--- config.mk ---
export PLATFORM = sky130hd
export DESIGN_NAME = ccss_cmp
export DESIGN_NICKNAME = d
export VERILOG_FILES = /design/src/sv/ccss_pkg.sv /design/src/sv/ccss_cmp.sv
export SDC_FILE = /design/constraint.sdc
export NUM_CORES = 1
export LEC_CHECK = 0
export BUFFER_PORTS_ARGS = -buffer_cell sky130_fd_sc_hd__buf_2
export CAP_MARGIN = 20
export CORE_UTILIZATION = 55
export CTS_BUF_LIST = sky130_fd_sc_hd__clkbuf_8
export CTS_CLUSTER_SIZE = 24
export DETAILED_ROUTE_END_ITERATION = 12
export PLACE_DENSITY = 0.73
export SKIP_LAST_GASP = 1
export SYNTH_ARGS = -nofsm -noshare
export SYNTH_HDL_FRONTEND = slang
export SYNTH_SLANG_ARGS = --single-unit
--- constraint.sdc ---
create_clock -name clk_i -period 9.5 [get_ports clk_i]
set_clock_uncertainty 0.05 [all_clocks]
set_input_delay 0.95 -clock clk_i [delete_from_list [all_inputs] [get_ports clk_i]]
set_output_delay 0.95 -clock clk_i [all_outputs]
set_load 0.01 [all_outputs]
--- src/sv/ccss_pkg.sv ---
// shared types, constants and the sine table of the splitting search
// used by every module of the block but ccss_ram, depends on nothing
package ccss_pkg;

  localparam int MAX_SAMPLES_DEF = 4096;
  localparam int MAX_LAG_DEF     = 64;
  localparam int ANGLE_STEPS_DEF = 180;
  localparam int SAMPLE_BITS_DEF = 16;

  localparam int FIELD_W = 16;
  localparam int CFG_W   = 16;
  localparam int ANGLE_W = 8;
  localparam int LAGO_W  = 7;
  localparam int RATIO_W = 17;

  localparam logic [1:0] CFG_RT_MODE = 2'd0;
  localparam logic [1:0] CFG_MAX_LAG = 2'd1;
  localparam logic [1:0] CFG_COS_BAZ = 2'd2;
  localparam logic [1:0] CFG_SIN_BAZ = 2'd3;

  localparam int COEF_W   = 18;
  localparam int ENERGY_W = 63;
  localparam int DEN_W    = 64;
  localparam logic [ENERGY_W-1:0] ENERGY_CAP = {1'b1, {(ENERGY_W-1){1'b0}}};
  localparam logic [RATIO_W-1:0] RATIO_MAX = {RATIO_W{1'b1}};

  typedef struct packed {
    logic signed [COEF_W-1:0] a0;
    logic signed [COEF_W-1:0] a1;
    logic signed [COEF_W-1:0] b0;
    logic signed [COEF_W-1:0] b1;
  } coef_t;

  localparam logic [15:0] SINE_ROM [0:90] = '{
    16'd0,     16'd572,   16'd1144,  16'd1715,  16'd2286,  16'd2856,  16'd3425,
    16'd3993,  16'd4560,  16'd5126,  16'd5690,  16'd6252,  16'd6813,  16'd7371,
    16'd7927,  16'd8481,  16'd9032,  16'd9580,  16'd10126, 16'd10668, 16'd11207,
    16'd11743, 16'd12275, 16'd12803, 16'd13328, 16'd13848, 16'd14365, 16'd14876,
    16'd15384, 16'd15886, 16'd16384, 16'd16877, 16'd17364, 16'd17847, 16'd18324,
    16'd18795, 16'd19261, 16'd19720, 16'd20174, 16'd20622, 16'd21063, 16'd21498,
    16'd21926, 16'd22348, 16'd22763, 16'd23170, 16'd23571, 16'd23965, 16'd24351,
    16'd24730, 16'd25102, 16'd25466, 16'd25822, 16'd26170, 16'd26510, 16'd26842,
    16'd27166, 16'd27482, 16'd27789, 16'd28088, 16'd28378, 16'd28660, 16'd28932,
    16'd29197, 16'd29452, 16'd29698, 16'd29935, 16'd30163, 16'd30382, 16'd30592,
    16'd30792, 16'd30983, 16'd31164, 16'd31336, 16'd31499, 16'd31651, 16'd31795,
    16'd31928, 16'd32052, 16'd32166, 16'd32270, 16'd32365, 16'd32449, 16'd32524,
    16'd32588, 16'd32643, 16'd32688, 16'd32723, 16'd32748, 16'd32763, 16'd32767
  };

  function automatic logic [15:0] sine_lookup(input logic [6:0] d);
    logic [15:0] v;
    v = 16'd0;
    if (d <= 7'd90) begin
      v = SINE_ROM[d];
    end
    return v;
  endfunction

  // accumulate with saturation at the energy cap
  function automatic logic [ENERGY_W-1:0] sat_add(input logic [ENERGY_W-1:0] acc,
                                                  input logic [ENERGY_W-1:0] v);
    logic [ENERGY_W:0] t;
    t = {1'b0, acc} + {1'b0, v};
    return (t > {1'b0, ENERGY_CAP}) ? ENERGY_CAP : t[ENERGY_W-1:0];
  endfunction

endpackage

--- src/sv/ccss_cmp.sv ---
// exact ratio compare e/d < be/bd by two bit-serial cross products
// depends on ccss_pkg
module ccss_cmp (
  input  logic                          clk_i,
  input  logic                          rst_ni,
  input  logic                          start_i,
  input  logic [ccss_pkg::ENERGY_W-1:0] e_i,
  input  logic [ccss_pkg::DEN_W-1:0]    d_i,
  input  logic [ccss_pkg::ENERGY_W-1:0] be_i,
  input  logic [ccss_pkg::DEN_W-1:0]    bd_i,
  output logic                          done_o,
  output logic                          less_o
);

  localparam int EW = ccss_pkg::ENERGY_W;
  localparam int DW = ccss_pkg::DEN_W;
  localparam int PW = EW + DW;
  localparam int CNT_W = $clog2(DW);

  logic [EW-1:0] a1_q, a2_q;
  logic [DW-1:0] m1_q, m2_q;
  logic [PW-1:0] p1_q, p2_q;
  logic [CNT_W-1:0] cnt_q;
  logic busy_q, fin_q;

  always_ff @(posedge clk_i or negedge rst_ni) begin
    if (!rst_ni) begin
      busy_q <= 1'b0;
      fin_q  <= 1'b0;
      cnt_q  <= '0;
    end else begin
      fin_q <= busy_q && (cnt_q == CNT_W'(DW - 1));
      if (start_i) begin
        busy_q <= 1'b1;
        cnt_q  <= '0;
      end else if (busy_q) begin
        cnt_q <= cnt_q + 1'b1;
        if (cnt_q == CNT_W'(DW - 1)) begin
          busy_q <= 1'b0;
        end
      end
    end
  end

  // msb-first shift and add
  always_ff @(posedge clk_i) begin
    if (start_i) begin
      a1_q <= e_i;
      m1_q <= bd_i;
      a2_q <= be_i;
      m2_q <= d_i;
      p1_q <= '0;
      p2_q <= '0;
    end else if (busy_q) begin
      p1_q <= {p1_q[PW-2:0], 1'b0} + (m1_q[DW-1] ? PW'(a1_q) : '0);
      p2_q <= {p2_q[PW-2:0], 1'b0} + (m2_q[DW-1] ? PW'(a2_q) : '0);
      m1_q <= {m1_q[DW-2:0], 1'b0};
      m2_q <= {m2_q[DW-2:0], 1'b0};
    end
  end

  assign done_o = fin_q;
  assign less_o = p1_q < p2_q;

endmodule

==> impl_metrics.toml <==
[timing]
drv_slew = 0
setup_viol = 0
fmax_mhz = 206
hold_violations = 0
fin_crit_ns = 4.85
rsz0062_at_grt = "false"
fin_crit_sh = 0.511
timing.setup.tns_ns = 0
hold_ws_ns = 0.341
tightest_slew_ns = 1.08
max_slew_margin = 0.278

[clock_network]
cts_tree = "done"
ctsHtreeMaxLevel = 3
clockBufferDepth = 3
insertion_delay_ns = 0.72
numCtsBuffers = 89
root_buffer = "clkbuf_8"
cts_sinks = 516
cts_setup_buffers = 0
path_clk_slew_ns = 0.06
cts_resized = 0

[global_routing]
gr-total-overflow = 0
grt_pass1_vias = 26300
grt_max_degree = 109
antenna_found_initial = 8
grt_usage = 0.308
grt_pass1_wl_um = 146000

[synth]
synth_seq_cells = 516
synth_area_per_cell_um2 = 9.25
synth_top_area_frac = 0.234
synth_edf_count = 254
syn_inst = 3520
syn_nets = 4030
synth_cell_type_count = 84
yosysMostFrequentCell = "nor2_1"
synthTopCellsByArea = "edfxtp_1, dfxtp_1, ha_1"
synthArstFlopShare = 0.0155
ys_seq_area_frac = 0.397
yosys-top-cells-count = "nor2_1, dfxtp_1, edfxtp_1, ha_1, nand2_1"
synth_area_um2 = 32600
yosys.area.top_type = "edfxtp_1"
yosys_warnings = 0
ys.flop_type = "edfxtp_1"

[critical_path]
critPathSlowestCell = "or4_1"
cp.arrival_ns = 5.41
crit_path_cell_trace = "buf_4 -> and2_1 -> ha_1 -> inv_1 -> fa_1 -> nor2b_1 -> o31a_1 -> o31a_1 -> a31o_2 -> nor3b_1 -> o2111ai_1 -> a2111oi_2 -> buf_4 -> o211ai_1 -> or4_1 -> a311oi_1"
rr_worst_depth = 16
timing.rr.end = "p1_q[91]"
r2r_setup_slack_ns = 4.65
crit_path_max_fanout = 63
startpoint = "m1_q[63]"
worstSetupEndpointType = "flip-flop"
required_ns = 10.05
startpoint_type = "flip-flop"
cp_num_buf_inv = 3
regToRegStartpoint = "m1_q[63]"
critPathKind = "reg -> reg"
critPathTopFamily = "compound AO/OA/AOI/OAI gates"
cp_slowest_stage_delay_ns = 0.57

[floorplanning]
die-area_um2 = 60200
core_um2 = 58100
placementRows = 88
io-pin-count = 259
die_w_um = 245
fp.dieH_um = 245
floorplan.initialDensity = 0.560

[final_layout]
final.fill_count = 5040
fin_nets = 4231
seqCellArea_um2 = 12900
drive_above_1_share = 0.150
multiInputGateArea_um2 = 18300
syn2layout_area_growth_pct = 11.5
utilization = 0.624

[place]
port_buffers = 258
dp_hpwl_um = 68400
place.gp.congestion = 0.996

[status]
status = "complete, no violations"

[power]
power.leakage_nw = 14.8
p_sw_frac = 0.342
power_frac_clock = 0.317
power.density_nw_per_um2 = 191
internal_power_mw = 4.57
p_sw_mw = 2.37
p_comb_frac = 0.275
sequentialPowerShare = 0.408
ir_worst_vdd_mv = 0.202

[routing]
drt-initial-drc-count = 2575
drc = 0
via_per_inst = 6.07
post_drt_wl_per_cell_um = 20.4
ant_nets = 0
first_pass_iters = 6
wirelength_um = 93200
vias = 27700

[worst_hold_path]
holdPathEnd = "a2_q[58]"
worstHoldPathType = "in -> reg"
min_from = "be_i[58]"
holdPathStages = 1

[flow_run]
max-cap-violations = 0
layer usage:
layer	up-vias	part of all wire	GRT usage
met2	1213	0.41	0.445
met1	12900	0.46	0.456
li1	13400	-	-
met3	182	0.099	0.0688
met4	8	0.027	0.0882
met5	-	0.00046	0
worst max-delay path by stage:
stage	end	slack (ns)	cells after the start
3_5_place_dp	p1_q[91]	4.72	16
3_3_place_gp	p2_q[90]	4.90	13
2_1_floorplan	m1_q[0]	3.90	4
4_1_cts	p1_q[91]	4.66	16
5_1_grt	p1_q[91]	4.27	16
6_report	p1_q[91]	4.65	16
metrics by stage:
step	setup WS (ns)	power [mW]	area [um2]	std cells
2_1_floorplan	3.90	4.16	32600	3520
3_3_place_gp	4.90	4.71	34400	4394
3_5_place_dp	4.72	4.73	34400	4394
4_1_cts	4.66	6.93	36300	4559
5_1_grt	4.27	7.31	36300	4563
6_report	4.65	6.94	36300	4564
cell usage in the layout, fill, tap and decap left out, types with 13 or more instances in the layout:
master and instances:
a211oi_1 64, a21o_1 103, a21oi_1 225, a311oi_1 17
a31oi_1 13, and2_1 136, and3_1 37, buf_2 257
buf_4 23, clkbuf_8 89, clkinv_1 18, clkinv_2 16
dfxtp_1 254, edfxtp_1 254, ha_1 251, inv_1 202
mux2_2 128, mux2i_1 63, nand2_1 248, nand2b_1 20
nand3_1 96, nand4_1 106, nor2_1 286, nor2b_1 22
nor3_1 84, nor4_1 51, o21a_1 16, o21ai_0 160
o21bai_1 41, o22ai_1 52, o31ai_1 21, or3_1 21
or4_1 28, xnor2_1 148, xor2_1 48
repair_timing:
| action | 4_1_cts | 5_1_grt |
|---|---|---|
| hold buffers | 1 | 0 |
| setup endpoints to repair | 0 | 0 |
| hold endpoints to repair | 4 | 0 |
power by group through the flow:
stage	Sequential [mW]	Combinational [mW]	Clock, mW
6_report	2.83	1.91	2.20
5_1_grt	2.85	2.13	2.33
4_1_cts	2.82	1.88	2.23
3_5_place_dp	2.86	1.86	0
3_3_place_gp	2.86	1.85	0
2_1_floorplan	2.74	1.43	0
registers in the layout (all words and copies together), names as in the netlist:
| signal | cells |
|---|---|
| a1_q | 63 |
| a2_q | 63 |
| busy_q | 1 |
| cnt_q | 6 |
| done_o | 1 |
| m1_q | 64 |
| m2_q | 64 |
| p1_q | 127 |
| p2_q | 127 |
kinds of logic after synthesis:
family          after synthesis  synth area share
compound gates              833             0.167
xor+xnor                    196            0.0527
fa+ha+maj                   253            0.0977
buf+inv                     355            0.0410
flops                       516             0.397
mux                         191            0.0636
simple gates               1176             0.181
cell type report:
class | instances | share of cell area
flip-flops and latches | 516 | 0.356
clock buffers | 89 | 0.0338
inverters | 183 | 0.0191
well taps | 765 | 0.0264
diodes | 5 | 0.000345
clock inverters | 75 | 0.0186
multi-input cells | 2649 | 0.505
repair buffers | 282 | 0.0409
No activity file was read; power rests on OpenSTA's default activity.
