--- config.mk ---
export PLATFORM = sky130hd
export DESIGN_NAME = ccss_coef
export DESIGN_NICKNAME = d
export VERILOG_FILES = /design/src/sv/ccss_pkg.sv /design/src/sv/ccss_coef.sv
export SDC_FILE = /design/constraint.sdc
export NUM_CORES = 2
export LEC_CHECK = 0
export ABC_CLOCK_PERIOD_IN_PS = 23300
export BUFFER_PORTS_ARGS = -buffer_cell sky130_fd_sc_hd__buf_2
export CORE_ASPECT_RATIO = 0.75
export CORE_MARGIN = 8
export CORE_UTILIZATION = 45
export DETAILED_ROUTE_END_ITERATION = 10
export PLACE_DENSITY_LB_ADDON = 0.3
export SKIP_LAST_GASP = 1
export SLEW_MARGIN = 30
export SYNTH_ARGS = -nofsm -noshare
export SYNTH_HDL_FRONTEND = slang
export SYNTH_SLANG_ARGS = --single-unit
export TNS_END_PERCENT = 100
--- constraint.sdc ---
create_clock -name clk_i -period 23.3 [get_ports clk_i]
set_input_delay 1.165 -clock clk_i [delete_from_list [all_inputs] [get_ports clk_i]]
set_output_delay 1.165 -clock clk_i [all_outputs]
set_load 0.1 [all_outputs]
--- src/sv/ccss_pkg.sv ---
// shared types, constants and the sine table of the splitting search
// used by every module of the block but ccss_ram, depends on nothing
package ccss_pkg;

  localparam int MAX_SAMPLES_DEF = 4096;
  localparam int MAX_LAG_DEF     = 64;
  localparam int ANGLE_STEPS_DEF = 180;
  localparam int SAMPLE_BITS_DEF = 16;

  localparam int FIELD_W = 16;
  localparam int CFG_W   = 16;
  localparam int ANGLE_W = 8;
  localparam int LAGO_W  = 7;
  localparam int RATIO_W = 17;

  localparam logic [1:0] CFG_RT_MODE = 2'd0;
  localparam logic [1:0] CFG_MAX_LAG = 2'd1;
  localparam logic [1:0] CFG_COS_BAZ = 2'd2;
  localparam logic [1:0] CFG_SIN_BAZ = 2'd3;

  localparam int COEF_W   = 18;
  localparam int ENERGY_W = 63;
  localparam int DEN_W    = 64;
  localparam logic [ENERGY_W-1:0] ENERGY_CAP = {1'b1, {(ENERGY_W-1){1'b0}}};
  localparam logic [RATIO_W-1:0] RATIO_MAX = {RATIO_W{1'b1}};

  typedef struct packed {
    logic signed [COEF_W-1:0] a0;
    logic signed [COEF_W-1:0] a1;
    logic signed [COEF_W-1:0] b0;
    logic signed [COEF_W-1:0] b1;
  } coef_t;

  localparam logic [15:0] SINE_ROM [0:90] = '{
    16'd0,     16'd572,   16'd1144,  16'd1715,  16'd2286,  16'd2856,  16'd3425,
    16'd3993,  16'd4560,  16'd5126,  16'd5690,  16'd6252,  16'd6813,  16'd7371,
    16'd7927,  16'd8481,  16'd9032,  16'd9580,  16'd10126, 16'd10668, 16'd11207,
    16'd11743, 16'd12275, 16'd12803, 16'd13328, 16'd13848, 16'd14365, 16'd14876,
    16'd15384, 16'd15886, 16'd16384, 16'd16877, 16'd17364, 16'd17847, 16'd18324,
    16'd18795, 16'd19261, 16'd19720, 16'd20174, 16'd20622, 16'd21063, 16'd21498,
    16'd21926, 16'd22348, 16'd22763, 16'd23170, 16'd23571, 16'd23965, 16'd24351,
    16'd24730, 16'd25102, 16'd25466, 16'd25822, 16'd26170, 16'd26510, 16'd26842,
    16'd27166, 16'd27482, 16'd27789, 16'd28088, 16'd28378, 16'd28660, 16'd28932,
    16'd29197, 16'd29452, 16'd29698, 16'd29935, 16'd30163, 16'd30382, 16'd30592,
    16'd30792, 16'd30983, 16'd31164, 16'd31336, 16'd31499, 16'd31651, 16'd31795,
    16'd31928, 16'd32052, 16'd32166, 16'd32270, 16'd32365, 16'd32449, 16'd32524,
    16'd32588, 16'd32643, 16'd32688, 16'd32723, 16'd32748, 16'd32763, 16'd32767
  };

  function automatic logic [15:0] sine_lookup(input logic [6:0] d);
    logic [15:0] v;
    v = 16'd0;
    if (d <= 7'd90) begin
      v = SINE_ROM[d];
    end
    return v;
  endfunction

  // accumulate with saturation at the energy cap
  function automatic logic [ENERGY_W-1:0] sat_add(input logic [ENERGY_W-1:0] acc,
                                                  input logic [ENERGY_W-1:0] v);
    logic [ENERGY_W:0] t;
    t = {1'b0, acc} + {1'b0, v};
    return (t > {1'b0, ENERGY_CAP}) ? ENERGY_CAP : t[ENERGY_W-1:0];
  endfunction

endpackage

--- src/sv/ccss_coef.sv ---
// coefficient sequencer: sine lookup, products and, unless in rt mode, back-azimuth rotation
// on one shared multiplier; depends on ccss_pkg
module ccss_coef (
  input  logic                            clk_i,
  input  logic                            rst_ni,
  input  logic                            start_i,
  input  logic [ccss_pkg::ANGLE_W-1:0]    deg_i,
  input  logic                            rt_mode_i,
  input  logic signed [ccss_pkg::CFG_W-1:0] cos_baz_i,
  input  logic signed [ccss_pkg::CFG_W-1:0] sin_baz_i,
  output logic                            done_o,
  output ccss_pkg::coef_t                 coef_o
);

  localparam int CW    = ccss_pkg::COEF_W;
  localparam int ACC_W = 2 * CW + 2;

  typedef enum logic [11:0] {
    CS_IDLE = 12'h001, CS_CC  = 12'h002, CS_SS  = 12'h004, CS_SC  = 12'h008,
    CS_A0M  = 12'h010, CS_A0  = 12'h020, CS_A1M = 12'h040, CS_A1  = 12'h080,
    CS_B0M  = 12'h100, CS_B0  = 12'h200, CS_B1M = 12'h400, CS_B1  = 12'h800
  } coef_step_e;

  coef_step_e step_q, step_d;
  logic signed [CW-1:0] s_q, c_q, a0p_q, a1p_q, b0p_q;
  logic signed [ACC_W-1:0] acc_q;
  logic signed [CW-1:0] ma, mb, cb, sb, s_d, c_d;
  logic signed [2*CW-1:0] prod;
  logic signed [ACC_W-1:0] prod_x, sum_add, sum_sub;
  logic signed [CW-1:0] rnd_prod, rnd_add, rnd_sub;
  logic [6:0] s_idx, c_idx;
  logic c_neg;
  logic done_q;
  ccss_pkg::coef_t coef_q;

  assign cb = CW'(cos_baz_i);
  assign sb = CW'(sin_baz_i);

  // sine and cosine of the degree from the quarter-wave table
  always_comb begin
    if (deg_i <= 8'd90) begin
      s_idx = 7'(deg_i);
      c_idx = 7'(8'd90 - deg_i);
      c_neg = 1'b0;
    end else begin
      s_idx = 7'(8'd180 - deg_i);
      c_idx = 7'(deg_i - 8'd90);
      c_neg = 1'b1;
    end
    s_d = $signed(CW'(ccss_pkg::sine_lookup(s_idx)));
    c_d = $signed(CW'(ccss_pkg::sine_lookup(c_idx)));
    if (c_neg) begin
      c_d = -c_d;
    end
  end

  always_comb begin
    ma = s_q;
    mb = c_q;
    step_d = step_q;
    unique case (step_q)
      CS_IDLE: if (start_i) step_d = CS_CC;
      CS_CC:  begin ma = c_q; mb = c_q; step_d = CS_SS; end
      CS_SS:  begin ma = s_q; mb = s_q; step_d = CS_SC; end
      CS_SC:  begin ma = s_q; mb = c_q; step_d = rt_mode_i ? CS_IDLE : CS_A0M; end
      CS_A0M: begin ma = cb; mb = a0p_q; step_d = CS_A0; end
      CS_A0:  begin ma = sb; mb = b0p_q; step_d = CS_A1M; end
      CS_A1M: begin ma = cb; mb = a1p_q; step_d = CS_A1; end
      CS_A1:  begin ma = sb; mb = -b0p_q; step_d = CS_B0M; end
      CS_B0M: begin ma = sb; mb = a0p_q; step_d = CS_B0; end
      CS_B0:  begin ma = cb; mb = b0p_q; step_d = CS_B1M; end
      CS_B1M: begin ma = sb; mb = a1p_q; step_d = CS_B1; end
      CS_B1:  begin ma = cb; mb = -b0p_q; step_d = CS_IDLE; end
      default: step_d = CS_IDLE;
    endcase
  end

  assign prod     = ma * mb;
  assign prod_x   = ACC_W'(prod);
  assign sum_add  = acc_q + prod_x;
  assign sum_sub  = acc_q - prod_x;
  assign rnd_prod = CW'((prod_x + ACC_W'(16384)) >>> 15);
  assign rnd_add  = CW'((sum_add + ACC_W'(16384)) >>> 15);
  assign rnd_sub  = CW'((sum_sub + ACC_W'(16384)) >>> 15);

  always_ff @(posedge clk_i or negedge rst_ni) begin
    if (!rst_ni) begin
      step_q <= CS_IDLE;
      done_q <= 1'b0;
    end else begin
      step_q <= step_d;
      done_q <= (step_q == CS_B1) || ((step_q == CS_SC) && rt_mode_i);
    end
  end

  always_ff @(posedge clk_i) begin
    case (step_q)
      CS_IDLE: if (start_i) begin s_q <= s_d; c_q <= c_d; end
      CS_CC:   a0p_q <= rnd_prod;
      CS_SS:   a1p_q <= rnd_prod;
      CS_SC: begin
        b0p_q <= rnd_prod;
        if (rt_mode_i) begin
          coef_q.a0 <= a0p_q;
          coef_q.a1 <= a1p_q;
          coef_q.b0 <= rnd_prod;
          coef_q.b1 <= -rnd_prod;
        end
      end
      CS_A0M, CS_A1M, CS_B0M, CS_B1M: acc_q <= prod_x;
      CS_A0:   coef_q.a0 <= rnd_add;
      CS_A1:   coef_q.a1 <= rnd_add;
      CS_B0:   coef_q.b0 <= rnd_sub;
      CS_B1:   coef_q.b1 <= rnd_sub;
      default: ;
    endcase
  end

  assign done_o = done_q;
  assign coef_o = coef_q;

endmodule

==> summary.txt <==
Critical path
  • Worst Path Class, Setup: flip-flop to flip-flop
  • CP Data Arrival Time: 12680 ps
  • Startpoint types: flip-flop
  • Crit-path most repeated cell: fa_1
  • Crit. Startpoint: step_q[5]
  • R2R Path Start: step_q[5]
  • Critical Path RT: 23610 ps
  • Slowest cell on crit path: or4_1
  • CP Capture Type: flip-flop
  • Slowest Stage Delay on Critical Path: 780 ps
  • CP Max Fanout: 38

Die
  • Initial Util: 45.6%
  • Die Ht: 236 um
  • Die W: 309 um
  • Row Count: 80
  • Core Area: 63800 sq um
  • Number of I/O pins: 117
  • Die area: 73100 sq um

Clock tree
  • Clk slew on worst S/H paths: 70 ps
  • CTS tree: done
  • # Post-CTS Setup Buffers: 0
  • Clock Latency Late Sink: 560 ps
  • H-tree levels: 1
  • Hold buffers post-CTS: 0
  • TritonCTS Buffers: 23
  • Clock root cell: clkbuf_16
  • # clock sinks: 205
  • Post-CTS Resized: 0
  • CTS Buffer Depth: 3

Synthesis
  • Dominant cell type by area after synthesis: fa_1
  • Synth Register Bits: 205
  • Async set-or-reset flop fraction in the synthesized netlist: 6.34%
  • Ys flop type: edfxtp_1
  • Syn_area_per_cell: 8.82 sq um
  • Area contributors post-synth: fa_1 (21%), edfxtp_1 (20%), ha_1 (10%)
  • Yosys top cell area share: 21.1%
  • Post-Syn Area: 29100 sq um
  • Sequential-to-total area share from yosys stat: 21.0%
  • Synth warn: 0
  • Synth Instances: 3296
  • Synth unique cells: 108
  • EDFF count, synth: 192
  • Post-synthesis net count: 3884

Cells and area
  • Area grow syn2layout: 8.61%
  • Antenna fix cells: 0
  • Commonest non-fill, non-tap cell in the layout: inv_1
  • Fraction of layout cells with a size suffix above 1: 9.81%
  • Finished Layout Cells: 4225
  • Commonest non-fill, non-tap cells in the layout: inv_1 (481), nand2_1 (359), fa_1 (306)
  • Fin area: 31600 sq um
  • # fillers: 6131
  • Final #Nets: 3935

Drt
  • DRC viols: 0
  • Met2 WL post-DR: 39400 um
  • Initial DRC Count: 3177
  • Avg WL per Cell: 21.7 um
  • Routed Wire Length: 91800 um
  • Max layer used: met4
  • Metal3 WL: 9670 um
  • Post-DR vias/cell: 5.96
  • Met1 WL: 40400 um
  • Post-DRT Antenna Nets: 0
  • 1st-pass router iterations: 7
  • Vias: 25200

Timing
  • Final Max Tran Viols: 0
  • Worst-Margin Slew: 1040 ps
  • Fin Setup TNS: 0 ps
  • Clk_skew: 31.8 ps
  • RSZ-0062 raised after global routing: false
  • Final hold violation count: 0
  • Min cycle time layout: 12370 ps
  • FMAX: 80.9 MHz
  • Rel. slew slack: 29.8%
  • Final setup fails: 0
  • Final Cycle Share: 53.1%

Placed design
  • Routability cong.: 0.960
  • HPWL Detailed: 72700 um
  • Placed Cells: 4182
  • Area after DPL: 30700 sq um
  • I/O Buffers: 116

Flow run
  • Max cap viols: 0

Global route
  • First-pass GRT wire length: 143000 um
  • Pin count of the biggest net entering global routing: 50
  • Total global-route track usage: 24.6%
  • Vias in the first global route: 24200
  • Initial antenna violation count: 0
  • Grt total ovfl: 0

Min path
  • Hold Path Class: input pin to asynchronous set/reset pin

Run status
  • Status: completed
layer usage:
metal | GRT usage (%) | vias to the layer above
li1 | - | 11400
met1 | 37.0 | 12300
met2 | 36.4 | 1346
met3 | 4.51 | 170
met4 | 5.21 | 0
met5 | 0 | -
flip-flops by register name, indices dropped and copies added (netlist names):
| register | flops |
|---|---|
| acc_q | 33 |
| c_q | 18 |
| b0p_q | 18 |
| a1p_q | 18 |
| step_q | 12 |
| coef_o | 72 |
| a0p_q | 18 |
| s_q | 15 |
| done_o | 1 |
cell usage after synthesis, types with 9 or more instances:
| cell | count |
|---|---|
| inv_1 | 482 |
| nand2_1 | 361 |
| fa_1 | 306 |
| nor2_1 | 267 |
| ha_1 | 238 |
| edfxtp_1 | 192 |
| a21oi_1 | 164 |
| o21ai_0 | 135 |
| clkbuf_1 | 131 |
| xnor2_1 | 97 |
| nand3_1 | 57 |
| nor3_1 | 55 |
| a21o_1 | 52 |
| nand2b_1 | 46 |
| xor2_1 | 46 |
| and2_1 | 38 |
| a31oi_1 | 36 |
| o211ai_1 | 33 |
| a211oi_1 | 30 |
| mux2_2 | 28 |
| mux2i_1 | 27 |
| and3_1 | 21 |
| a22oi_1 | 20 |
| nor4_1 | 20 |
| o21ai_1 | 20 |
| nand4_1 | 19 |
| a221oi_1 | 18 |
| o21a_1 | 18 |
| nor2b_1 | 16 |
| or2_2 | 16 |
| a222oi_1 | 15 |
| buf_2 | 15 |
| o2111ai_1 | 14 |
| o22ai_1 | 14 |
| dfrtp_1 | 12 |
| a2111oi_0 | 11 |
| a221o_1 | 11 |
| a311oi_1 | 11 |
| o31ai_1 | 11 |
| or3_1 | 11 |
| buf_1 | 9 |
| o311ai_0 | 9 |
| or4_1 | 9 |
through the flow:
step,hold WS (ps),setup slack (ps),utilization [%]
CTS,495,10980,49.5
floorplan,510,12060,-
global route,523,10380,49.5
global placement,555,11250,48.1
finish,502,10930,49.5
detailed placement,566,11050,48.2
path summary, 6_finish.rpt:
kind | endpoint | slack [ps] | depth (start not counted)
setup / recovery | coef_o[53] | 10930 | 39
hold / removal | step_q[8] | 500 | 1
setup reg to reg | coef_o[53] | 10930 | 39
hold reg to reg | coef_o[70] | 600 | 2
max in group asynchronous | step_q[0] | 22500 | 1
min in group clk_i | coef_o[70] | 600 | 2
cell type report:
| type | instances | area, sq um | area share [%] |
|---|---|---|---|
| multi-input combinational | 2442 | 20600 | 65.4 |
| inverter | 493 | 1850 | 5.87 |
| tap | 861 | 1080 | 3.41 |
| clock buffer | 25 | 583 | 1.85 |
| timing repair buffer | 182 | 1080 | 3.42 |
| clock inverter | 17 | 235 | 0.745 |
| sequential | 205 | 6090 | 19.3 |
cell families (layout without fill, tap and decap cells):
kind of cell | count (synthesis) | count (layout) | share of synthesized area [%]
XOR/XNOR | 148 | 148 | 4.63
AO/OA/AOI/OAI | 709 | 709 | 16.5
multiplexers | 57 | 57 | 2.13
flip-flops | 205 | 205 | 21.0
adder cells (fa/ha/maj) | 545 | 545 | 31.4
AND/OR/NAND/NOR | 983 | 983 | 15.9
buffers and inverters | 649 | 717 | 8.48
worst max-delay path, delay by kind of cell (launching register included):
kind / cells / cell delay [ps]
adders and majority gates: 9 / 4160
xor gates and xnor gates: 2 / 410
buffers and inverters: 7 / 1250
and+or+nand+nor: 6 / 1890
muxes: 2 / 640
DFF: 1 / 520
AOI/OAI and AO/OA: 13 / 3210
Power is left out: the tool's default activity adds up to more than one toggle a clock period on the data nets, which glitch-free logic cannot reach.
