## src/sv/ccss_pkg.sv

```systemverilog
// shared types, constants and the sine table of the splitting search
// used by every module of the block but ccss_ram, depends on nothing
package ccss_pkg;

  localparam int MAX_SAMPLES_DEF = 4096;
  localparam int MAX_LAG_DEF     = 64;
  localparam int ANGLE_STEPS_DEF = 180;
  localparam int SAMPLE_BITS_DEF = 16;

  localparam int FIELD_W = 16;
  localparam int CFG_W   = 16;
  localparam int ANGLE_W = 8;
  localparam int LAGO_W  = 7;
  localparam int RATIO_W = 17;

  localparam logic [1:0] CFG_RT_MODE = 2'd0;
  localparam logic [1:0] CFG_MAX_LAG = 2'd1;
  localparam logic [1:0] CFG_COS_BAZ = 2'd2;
  localparam logic [1:0] CFG_SIN_BAZ = 2'd3;

  localparam int COEF_W   = 18;
  localparam int ENERGY_W = 63;
  localparam int DEN_W    = 64;
  localparam logic [ENERGY_W-1:0] ENERGY_CAP = {1'b1, {(ENERGY_W-1){1'b0}}};
  localparam logic [RATIO_W-1:0] RATIO_MAX = {RATIO_W{1'b1}};

  typedef struct packed {
    logic signed [COEF_W-1:0] a0;
    logic signed [COEF_W-1:0] a1;
    logic signed [COEF_W-1:0] b0;
    logic signed [COEF_W-1:0] b1;
  } coef_t;

  localparam logic [15:0] SINE_ROM [0:90] = '{
    16'd0,     16'd572,   16'd1144,  16'd1715,  16'd2286,  16'd2856,  16'd3425,
    16'd3993,  16'd4560,  16'd5126,  16'd5690,  16'd6252,  16'd6813,  16'd7371,
    16'd7927,  16'd8481,  16'd9032,  16'd9580,  16'd10126, 16'd10668, 16'd11207,
    16'd11743, 16'd12275, 16'd12803, 16'd13328, 16'd13848, 16'd14365, 16'd14876,
    16'd15384, 16'd15886, 16'd16384, 16'd16877, 16'd17364, 16'd17847, 16'd18324,
    16'd18795, 16'd19261, 16'd19720, 16'd20174, 16'd20622, 16'd21063, 16'd21498,
    16'd21926, 16'd22348, 16'd22763, 16'd23170, 16'd23571, 16'd23965, 16'd24351,
    16'd24730, 16'd25102, 16'd25466, 16'd25822, 16'd26170, 16'd26510, 16'd26842,
    16'd27166, 16'd27482, 16'd27789, 16'd28088, 16'd28378, 16'd28660, 16'd28932,
    16'd29197, 16'd29452, 16'd29698, 16'd29935, 16'd30163, 16'd30382, 16'd30592,
    16'd30792, 16'd30983, 16'd31164, 16'd31336, 16'd31499, 16'd31651, 16'd31795,
    16'd31928, 16'd32052, 16'd32166, 16'd32270, 16'd32365, 16'd32449, 16'd32524,
    16'd32588, 16'd32643, 16'd32688, 16'd32723, 16'd32748, 16'd32763, 16'd32767
  };

  function automatic logic [15:0] sine_lookup(input logic [6:0] d);
    logic [15:0] v;
    v = 16'd0;
    if (d <= 7'd90) begin
      v = SINE_ROM[d];
    end
    return v;
  endfunction

  // accumulate with saturation at the energy cap
  function automatic logic [ENERGY_W-1:0] sat_add(input logic [ENERGY_W-1:0] acc,
                                                  input logic [ENERGY_W-1:0] v);
    logic [ENERGY_W:0] t;
    t = {1'b0, acc} + {1'b0, v};
    return (t > {1'b0, ENERGY_CAP}) ? ENERGY_CAP : t[ENERGY_W-1:0];
  endfunction

endpackage

```

## src/sv/ccss_div.sv

```systemverilog
// restoring divider for the saturated q1.16 ratio, one bit per cycle
// depends on ccss_pkg
module ccss_div (
  input  logic                          clk_i,
  input  logic                          rst_ni,
  input  logic                          start_i,
  input  logic [ccss_pkg::ENERGY_W-1:0] e_i,
  input  logic [ccss_pkg::DEN_W-1:0]    d_i,
  output logic                          done_o,
  output logic [ccss_pkg::RATIO_W-1:0]  ratio_o
);

  localparam int DW  = ccss_pkg::DEN_W;
  localparam int RW  = DW + 1;
  localparam int RTW = ccss_pkg::RATIO_W;
  localparam int LAST = RTW + 1;

  logic [RW-1:0] rem_q, rem_sh;
  logic [DW-1:0] d_q;
  logic [RTW-1:0] q_q, ratio_q;
  logic [4:0] cnt_q;
  logic busy_q, sat_q, done_q;

  assign rem_sh = (cnt_q < 5'd2) ? rem_q : {rem_q[RW-2:0], 1'b0};

  always_ff @(posedge clk_i or negedge rst_ni) begin
    if (!rst_ni) begin
      busy_q <= 1'b0;
      done_q <= 1'b0;
      cnt_q  <= '0;
    end else begin
      done_q <= busy_q && (cnt_q == 5'(LAST));
      if (start_i) begin
        busy_q <= 1'b1;
        cnt_q  <= '0;
      end else if (busy_q) begin
        cnt_q <= cnt_q + 1'b1;
        if (cnt_q == 5'(LAST)) begin
          busy_q <= 1'b0;
        end
      end
    end
  end

  // step 0 takes the integer bit, step 1 checks overflow, then 16 fraction bits
  always_ff @(posedge clk_i) begin
    if (start_i) begin
      rem_q <= RW'(e_i);
      d_q   <= d_i;
      q_q   <= '0;
      sat_q <= (d_i == '0);
    end else if (busy_q) begin
      if (cnt_q == 5'd1) begin
        if (rem_q >= RW'(d_q)) begin
          sat_q <= 1'b1;
        end
      end else if (cnt_q != 5'(LAST)) begin
        if (rem_sh >= RW'(d_q)) begin
          rem_q <= rem_sh - RW'(d_q);
          q_q   <= (cnt_q == 5'd0) ? RTW'(1) : {q_q[RTW-2:0], 1'b1};
        end else begin
          rem_q <= rem_sh;
          q_q   <= (cnt_q == 5'd0) ? '0 : {q_q[RTW-2:0], 1'b0};
        end
      end else begin
        ratio_q <= sat_q ? ccss_pkg::RATIO_MAX : q_q;
      end
    end
  end

  assign done_o  = done_q;
  assign ratio_o = ratio_q;

endmodule

```

## config.mk

```make
export PLATFORM = sky130hd
export DESIGN_NAME = ccss_div
export DESIGN_NICKNAME = d
export VERILOG_FILES = /design/src/sv/ccss_pkg.sv /design/src/sv/ccss_div.sv
export SDC_FILE = /design/constraint.sdc
export NUM_CORES = 1
export LEC_CHECK = 0
export BUFFER_PORTS_ARGS = -buffer_cell sky130_fd_sc_hd__buf_4
export CORE_MARGIN = 1.5
export CORE_UTILIZATION = 38
export CTS_BUF_LIST = sky130_fd_sc_hd__clkbuf_2
export DETAILED_ROUTE_END_ITERATION = 12
export HOLD_SLACK_MARGIN = 0.12
export PLACE_DENSITY = 0.61
export SLEW_MARGIN = 25
export SYNTH_ARGS = -nofsm -noshare
export SYNTH_HDL_FRONTEND = slang
export SYNTH_SLANG_ARGS = --single-unit
```

## constraint.sdc

```tcl
create_clock -name clk_i -period 7.1 [get_ports clk_i]
set_input_delay 1.42 -clock clk_i [delete_from_list [all_inputs] [get_ports clk_i]]
set_output_delay 1.42 -clock clk_i [all_outputs]
set_load 0.005 [all_outputs]
```

==> flow_summary_export.csv, run 1 <==
group,metric,value,unit
routing,totalWireLength,37.5,mm
critical_path,endpoint_kind,"flop",
status,status,"complete, no violations",
placement,hpwl,29.2,mm
synth,synth_cell_types,70,
cts,cts_buffers,17,
critical_path,arrival,6120,ps
cts,cts_tree,"yes",
global_route,track_usage,20.9,%
global_route,antenna_found_initial,1,
timing,worstMarginPinSlew,1010,ps
timing,slew_viol_final,0,
cts,ctsHoldBuffers,0,
synth,synth-seq-cells,171,
job,maxCapViolCount,0,
critical_path,worstSetupStartpointType,"flop",
critical_path,regToRegSetupSlack,1720,ps
timing,hold_viol,0,
global_route,grt_pass1_vias,10800,
synth,async_reset_ff_share,4.09,%
die,start_util,38.6,%
die,ios,148,
cts,clk_path_buf_depth,2,
timing,period_needed,5380,ps
routing,drtIter0Drc,874,
cts,cts-root-buf,"clkbuf_2",
cts,cts.sinks,171,
critical_path,r2r_start,"cnt_q[1]",
cts,worstSkewPairLatency,910,ps
cts,path_clk_slew,310,ps
routing,num_vias,11200,
cts,ctsResizeCount,0,
critical_path,crit_type,"flop to flop",
timing,fmax,0.186,GHz
synth,synthTopCellsByArea,"edfxtp_1, ha_1, mux2_2",
timing,period_share,75.8,%
die,die_area,36200,um^2
timing,hold_slack,275,ps
routing,drc,0,
synth,synthDominantCellAreaShare,32.7,%
cts,htree_num_levels,4,
critical_path,r2r_end,"rem_q[48]",
critical_path,cp.required,7840,ps
power,power,6.44,mW
final_layout,syn2layout_area_growth,13.3,%
cts,post_cts_buffers,0,
hold_path,hp-class,"input pin to async pin",
synth,synth.yosys.seq_area_share,36.9,%
die,fp.dieH,190,um
final_layout,drive_gt1_share,19.0,%
synth,yosys-top-cells-count,"edfxtp_1, a21oi_1, ha_1",
timing,rsz0062_at_grt,"false",
synth,yosys.area.top_type,"edfxtp_1",
placement,io_buffers,147,
die,rows,68,
final_layout,fin_area,15100,um^2
critical_path,path_max_fanout,65,
timing,setup_tns,0,ps
die,core_area,34500,um^2
critical_path,timing.critical_path.slowest_cell_delay,750,ps
timing,setup_viol,0,
critical_path,cpMaxStageDelayCell,"o21ai_1",
global_route,grt_overflow_total,0,
final_layout,fin_nets,1793,
synth,synth.most_common_cell,"edfxtp_1",
timing,max-slew-margin-rel,32.5,%
global_route,grt_pass1_wl,59.0,mm
routing,dr.pass1.iters,6,
synth,yosysWarnings,0,
routing,vias_per_cell,5.59,
synth,syn_area,13300,um^2
synth,synth_edf_count,145,
power,vdd_drop_max,215,uV
routing,wl_per_cell,18.8,um
synth,synthesis.nets,1689,
power,power_density,426,nW/um^2
synth,synthCells,1426,
critical_path,rr_worst_depth,15,
power,p_leak,6.44,nW
critical_path,path_cells,"nor4_2, buf_12, mux2_2, ha_1, nand4_1, nor2_1, o31a_1, o211ai_1, a211o_1, o21ai_1, a21o_1, buf_4, or3_1, o21ai_0, a211oi_1",
global_route,grt_max_degree,70,
die,die_w,190,um
routing,antenna_left,0,
synth,syn_area_per_cell,9.34,um^2
placement,placed_area,14800,um^2
synth,dominantRegCellSynth,"edfxtp_1",
placement,place_congestion,0.921,
timing,skew,89.7,ps
-- layout by cell type (no fill, tap or decap), drive strengths merged, types with 51 or more instances in the layout --
cell type,count
inv,116
o21ai,68
a21o,51
nand2,98
a21oi,137
buf,157
mux2,64
ha,132
edfxtp,145
nor2,72
-- stage by stage --
step / instances / setup slack [ps] / utilization (%)
finish: 1999 / 1720 / 43.7
CTS: 1998 / 1810 / 43.7
detailed placement: 1966 / 1840 / 42.9
global placement: 1966 / 2030 / 42.9
floorplan: 1426 / 1900 / -
global route: 1999 / 1440 / 43.7
-- worst max-delay path, delay by kind of cell, from the launching register on --
family,cells,cell delay (ps)
adder cells (fa/ha/maj),1,380
buffers and inverters,2,730
flip-flops,1,520
AO/OA/AOI/OAI,7,2170
multiplexers,1,400
AND/OR/NAND/NOR,4,980
-- per-layer routing --
metal / global-route usage (%) / share of wire, % / up-vias
li1: - / - / 5529
met1: 30.0 / 49 / 5329
met2: 33.2 / 46 / 287
met3: 2.85 / 4.4 / 28
met4: 5.27 / 1.4 / 0
met5: 0 / 0 / -
-- kinds of logic after synthesis --
family          Yosys count  share of synthesized area [%]
fa+ha+maj               133                           12.5
flops                   171                           36.9
mux                      72                           6.04
xor+xnor                 48                           3.16
compound gates          438                           21.7
buf+inv                 181                           5.24
simple gates            383                           14.4
-- sequential cells by signal, summed over array words and instances, names as in the netlist --
signal and count:
sat_q 1, d_q 64, done_o 1, ratio_o 17, cnt_q 5, q_q 17
busy_q 1, rem_q 65
-- power breakdown --
part / switching [mW] / leakage (nW) / internal (mW) / total (mW)
Sequential: 0.199 / 1.68 / 1.41 / 1.61
Combinational: 2.50 / 4.60 / 1.75 / 4.25
Clock: 0.425 / 0.156 / 0.154 / 0.579
Total: 3.13 / 6.44 / 3.31 / 6.44
-- how the worst max path moves through the flow --
stage	slack (ps)	startpoint	end	cells past startpoint
after global placement	2030	cnt_q[1]	rem_q[61]	15
after global routing	1440	cnt_q[1]	rem_q[56]	15
after CTS	1810	cnt_q[1]	rem_q[48]	15
after floorplan	1900	cnt_q[2]	rem_q[34]	19
final	1720	cnt_q[1]	rem_q[48]	15
after detailed placement	1840	cnt_q[1]	rem_q[61]	15
-- area by class of cell --
type	instances	area [um^2]
Clock buffer	18	90.1
Tap cell	455	569
Clock inverter	14	173
Multi-Input combinational cell	1074	7750
Sequential cell	171	4910
Antenna cell	1	2.50
Inverter	109	410
Fill cell	3466	19400
Timing Repair Buffer	157	1190
No activity file was read; power rests on OpenSTA's default activity.
==> run 2: changes to the inputs <==
- ABC_AREA: not set -> 1
- PLACE_DENSITY: 0.61 -> 0.62
- clock period: 7.1 -> 4.6 ns (I/O delays scaled with it)
==> flow_summary_export.csv, run 2 <==
group,metric,value,unit
hold_path,hold-path-cell-count,1,
die,ios,148,
power,p_comb_share,71.1,%
synth,yosys-top-cells-count,"nand2_1, inv_1, nand3_1",
timing,skew,89.2,ps
synth,synth_adder_area_share,10.1,%
power,power.net_switching,6.47,mW
synth,synth-seq-cells,171,
synth,synthCells,2650,
timing,rsz0062_at_grt,"false",
placement,io_buffers,147,
timing,setup_tns,0,ps
critical_path,cp.required,5580,ps
timing,setup_viol,0,
cts,cts.sinks,171,
timing,max-slew-margin-rel,21.9,%
placement,place_congestion,1.01,
global_route,grt_pass1_vias,16700,
cts,worstSkewPairLatency,1150,ps
power,vdd_drop_max,261,uV
synth,async_reset_ff_share,4.09,%
routing,num_vias,17100,
timing,fmax,0.234,GHz
routing,drtIter0Drc,1427,
global_route,gr-usage-met1,39.1,%
hold_path,hp-class,"input pin to flop",
routing,vias_per_cell,4.87,
synth,synth_cell_types,44,
global_route,track_usage,28.0,%
routing,totalWireLength,60.9,mm
global_route,grt_pass1_wl,93.8,mm
critical_path,r2r_end,"rem_q[30]",
synth,syn_area_per_cell,6.25,um^2
timing,worst_slack,335,ps
power,clock_power_share,7.9,%
routing,antenna_left,0,
synth,synth-xor-area-share,1.64,%
die,die_w,212,um
job,maxCapViolCount,0,
cts,htree_num_levels,4,
synth,synthMuxAreaShare,0,%
die,start_util,38.5,%
timing,worstMarginPinSlew,1160,ps
power,p_sw_share,56.7,%
critical_path,endpoint_kind,"flop",
status,status,"complete, no violations",
synth,synth.yosys.seq_area_share,29.6,%
synth,synth_compound_area_share,5.92,%
cts,cts-root-buf,"clkbuf_2",
global_route,grt-busiest-layer,"met2",
placement,place_ws,431,ps
synth,synthSimpleGateAreaFrac,37.1,%
die,core_area,43100,um^2
final_layout,final_cells,3514,
final_layout,fin_nets,3174,
synth,synth_edf_count,145,
critical_path,regToRegSetupSlack,330,ps
placement,hpwl,50.2,mm
timing,hold_viol,0,
final_layout,largest_reg_flops,65,
timing,period_share,92.7,%
global_route,use_met2,45.5,%
cts,cts_tree,"yes",
timing,hold_slack,252,ps
power,p_int,4.94,mW
cts,path_clk_slew,310,ps
power,power_frac_seq,21.0,%
global_route,grt_use_met3,3.56,%
critical_path,cp-startpoint,"cnt_q[4]",
final_layout,syn2layout_area_growth,20.3,%
die,rows,76,
critical_path,path_max_fanout,47,
synth,synthesis.nets,2913,
routing,dr.pass1.iters,9,
final_layout,nFillCells,4571,
cts,clk_path_buf_depth,2,
cts,cts_buffers,17,
hold_path,whs_endpoint,"d_q[59]",
final_layout,regMostFlops,"rem_q",
routing,wl_per_cell,17.3,um
die,die_area,44800,um^2
global_route,grt_overflow_total,0,
critical_path,r2r_start,"cnt_q[4]",
placement,dpl.cell_count,3348,
final_layout,top_regs,"rem_q: 65 flops, d_q: 64 flops",
critical_path,arrival,5250,ps
timing,period_needed,4270,ps
final_layout,mostFrequentLayoutCell,"nand2_1",
critical_path,rr_worst_depth,21,
final_layout,layout_common_cells,"nand2_1, inv_1, nand3_1, buf_4, edfxtp_1",
routing,drc,0,
critical_path,crit_type,"flop to flop",
hold_path,hold_start,"start_i",
synth,syn_area,16600,um^2
power,power_density,573,nW/um^2
global_route,antenna_found_initial,1,
final_layout,drive_gt1_share,8.93,%
synth,synthTopCellsByArea,"edfxtp_1, nand2_1, inv_1",
die,fp.dieH,212,um
global_route,grt_max_degree,61,
synth,dominantRegCellSynth,"edfxtp_1",
power,p_leak,11.0,nW
synth,yosysWarnings,0,
synth,synth.most_common_cell,"nand2_1",
timing,slew_viol_final,0,
synth,synthDominantCellAreaShare,26.3,%
cts,post_cts_buffers,0,
critical_path,worstSetupStartpointType,"flop",
synth,yosys.area.top_type,"edfxtp_1",
synth,synth_top_family_by_area,"simple AND/OR/NAND/NOR gates",
[run 2: cell types whose count changed after synthesis, sizes merged, moves of 20 or more]
cell and change:
xor2 -20, nor2 +63, a211oi -26, inv +507
a21o -50, nand3 +166, o21ai +34, clkbuf -34
o21a -35, a21oi -60, nand2 +950, mux2 -64
[run 2: critical path: stages (launching register included)]
cell and delay (ps):
dfrtp_1 530, nor2_4 210, nand2_8 210, buf_12 240
nand2_1 140, o21ai_0 150, ha_1 470, nand2_1 140
nor2_1 180, nand2_1 110, nor2_2 260, nand3_1 130
nor2_2 110, nor2_2 50, nand2_1 70, nor2_2 40
nand2_2 200, nand2_4 280, buf_12 260, nand2_1 90
nand3_1 90, nand2_1 90
[run 2: area by class of cell]
class	instances	area, um^2	share of cell area [%]
Clock buffer	18	90.1	0.452
Timing Repair Buffer	291	2580	13.0
Sequential cell	171	4910	24.6
Clock inverter	14	173	0.867
Antenna cell	5	12.5	0.0628
Inverter	618	2320	11.6
Multi-Input combinational cell	1812	9100	45.7
Tap cell	585	732	3.67
[run 2: kinds of logic (layout without fill, tap and decap cells)]
group	after synthesis	count (layout)
and+or+nand+nor	1458	1458
buffers and inverters	667	941
AOI/OAI and AO/OA	190	190
DFF	171	171
adders and majority gates	133	133
xor gates and xnor gates	31	31
other	0	5
[run 2: power groups by stage]
stage                     logic, mW  registers [mW]  clock network (mW)
after floorplan                5.61            2.34                   0
after global placement         7.85            2.42                   0
after detailed placement       7.89            2.42                   0
after CTS                      8.02            2.39               0.947
after global routing           9.11            2.44               0.976
final                          8.11            2.40               0.904
[run 2: worst max path at each step]
stage / slack [ps] / end / cells past startpoint
floorplan: 990 / rem_q[0] / 4
global placement: 510 / rem_q[26] / 21
detailed placement: 430 / rem_q[30] / 21
CTS: 350 / rem_q[30] / 21
global route: 60 / rem_q[30] / 21
finish: 330 / rem_q[30] / 21
[run 2: repair_timing]
item / in CTS / in global routing
endpoints found under the setup margin: 0 / 16
hold buffers: 129 / 0
gates resized for setup: 0 / 1
hold endpoints to repair: 135 / 0
[run 2: layer usage]
| metal | up-vias | part of all wire (%) |
|---|---|---|
| li1 | 8676 | - |
| met1 | 7904 | 48 |
| met2 | 482 | 44 |
| met3 | 59 | 5.4 |
| met4 | 0 | 1.9 |
| met5 | - | 0 |
[run 2: stage by stage]
step | instance area, um^2 | utilization (%) | power (mW)
6_report | 19900 | 46.3 | 11.4
5_1_grt | 19900 | 46.2 | 12.5
4_1_cts | 19900 | 46.2 | 11.4
3_5_place_dp | 18300 | 42.6 | 10.3
3_3_place_gp | 18300 | 42.6 | 10.3
2_1_floorplan | 16600 | - | 7.95
==> run 3: changes to the inputs <==
- CORE_ASPECT_RATIO: not set -> 0.7
==> flow_summary_export.csv, run 3 (same netlist as run 2, synthesis figures left out) <==
group,metric,value,unit
cts,clk_path_buf_depth,2,
critical_path,cp.required,5440,ps
critical_path,r2r_start,"cnt_q[1]",
global_route,grt_pass1_wl,92.7,mm
global_route,grt_pass1_vias,16000,
final_layout,largest_reg_flops,65,
global_route,track_usage,27.6,%
hold_path,hold-path-cell-count,3,
die,die_w,253,um
status,status,"complete, no violations",
critical_path,regToRegSetupSlack,550,ps
timing,period_needed,4050,ps
final_layout,fin_nets,3147,
global_route,gr-usage-met1,43.7,%
global_route,grt_use_met3,5.02,%
timing,worstMarginPinSlew,1040,ps
die,start_util,38.8,%
critical_path,r2r_end,"rem_q[23]",
timing,skew,129,ps
routing,dr.pass1.iters,5,
final_layout,final_cells,3484,
final_layout,drive_gt1_share,9.04,%
placement,io_buffers,147,
placement,dpl.cell_count,3349,
die,fp.dieH,178,um
global_route,use_met2,38.9,%
critical_path,crit_type,"flop to flop",
cts,worstSkewPairLatency,1070,ps
global_route,grt_overflow_total,0,
job,maxCapViolCount,0,
timing,fmax,0.247,GHz
global_route,antenna_found_initial,2,
critical_path,endpoint_kind,"flop",
final_layout,layout_common_cells,"nand2_1, inv_1, nand3_1, buf_4, edfxtp_1",
cts,cts-root-buf,"clkbuf_2",
placement,hpwl,50.7,mm
hold_path,hp-class,"input pin to flop",
cts,cts_buffers,17,
die,core_area,42600,um^2
power,power_density,591,nW/um^2
routing,num_vias,17100,
routing,drc,0,
global_route,grt-busiest-layer,"met1",
cts,post_cts_buffers,0,
final_layout,mostFrequentLayoutCell,"nand2_1",
timing,setup_viol,0,
critical_path,arrival,4900,ps
power,p_leak,10.8,nW
final_layout,regMostFlops,"rem_q",
cts,cts.sinks,171,
routing,wl_per_cell,17.6,um
routing,drtIter0Drc,1310,
timing,period_share,88.1,%
final_layout,syn2layout_area_growth,18.7,%
timing,hold_viol,0,
die,rows,63,
power,vdd_drop_max,272,uV
critical_path,rr_worst_depth,21,
critical_path,path_max_fanout,62,
routing,vias_per_cell,4.90,
hold_path,hold_start,"e_i[22]",
routing,totalWireLength,61.3,mm
final_layout,top_regs,"rem_q: 65 flops, d_q: 64 flops",
routing,antenna_left,0,
timing,setup_tns,0,ps
final_layout,nFillCells,4489,
critical_path,worstSetupStartpointType,"flop",
timing,rsz0062_at_grt,"false",
die,die_area,44900,um^2
hold_path,whs_endpoint,"rem_q[22]",
global_route,grt_max_degree,75,
timing,max-slew-margin-rel,29.9,%
placement,place_congestion,1.05,
timing,slew_viol_final,0,
cts,cts_tree,"yes",
cts,htree_num_levels,4,
cts,path_clk_slew,330,ps
die,ios,148,
[run 3: final cells by class]
cell class,count,area (um^2),area share (%)
inverter,618,2320,11.8
antenna,2,5.00,0.0255
sequential,171,4910,25.0
tap,585,732,3.72
clock inverter,15,223,1.13
timing repair buffer,264,2300,11.7
clock buffer,17,85.1,0.433
multi-input combinational,1812,9090,46.2
[run 3: what timing repair did]
action	CTS	global route
resized for setup	0	0
hold buffers	101	0
hold endpoints to repair	105	0
[run 3: report_power, final]
part | switching (mW) | internal, mW | total (mW) | leakage [nW]
Sequential | 0.296 | 2.12 | 2.42 | 1.70
Clock | 0.780 | 0.228 | 1.01 | 0.172
Combinational | 5.60 | 2.59 | 8.19 | 8.97
[run 3: routing by layer]
layer,up-vias,wire (um),share of wire (%)
li1,8625,-,-
met1,7878,32100,52
met2,543,23900,39
met3,27,4880,8.0
met4,0,437,0.71
met5,-,0,0
[run 3: per-stage QoR]
| stage | hold WS [ps] | power, mW | setup slack [ps] | area, um^2 | utilization, % |
|---|---|---|---|---|---|
| finish | 207 | 11.6 | 545 | 19700 | 46.1 |
| detailed placement | 478 | 10.3 | 626 | 18300 | 43.0 |
| CTS | 123 | 11.4 | 585 | 19600 | 46.1 |
| floorplan | 447 | 7.95 | 993 | 16600 | - |
| global placement | 463 | 10.3 | 749 | 18300 | 43.0 |
| global route | 118 | 12.6 | 199 | 19700 | 46.1 |
[run 3: worst max path at each step]
| stage | from | endpoint | slack (ps) | cells after the start |
|---|---|---|---|---|
| floorplan | start_i | rem_q[0] | 990 | 4 |
| global placement | cnt_q[1] | rem_q[26] | 750 | 21 |
| detailed placement | cnt_q[1] | rem_q[35] | 630 | 21 |
| CTS | cnt_q[1] | rem_q[23] | 580 | 21 |
| global route | cnt_q[1] | rem_q[28] | 200 | 23 |
| finish | cnt_q[1] | rem_q[23] | 550 | 21 |
[run 3: critical path: stages, from the launching register on]
cell and delay (ps):
dfrtp_1 520, nor2_4 180, nand2_4 80, buf_12 180, buf_4 240, nand2_1 60
o21ai_0 110, ha_1 370, nand2_1 130, nor2_1 380, and2_1 240, nand2_1 80
inv_1 110, nand2_2 60, nand2_1 70, nand2_1 60, nand2_2 280, nand2_4 80
buf_4 270, nand2_1 130, nand3_1 70, nand2_1 90
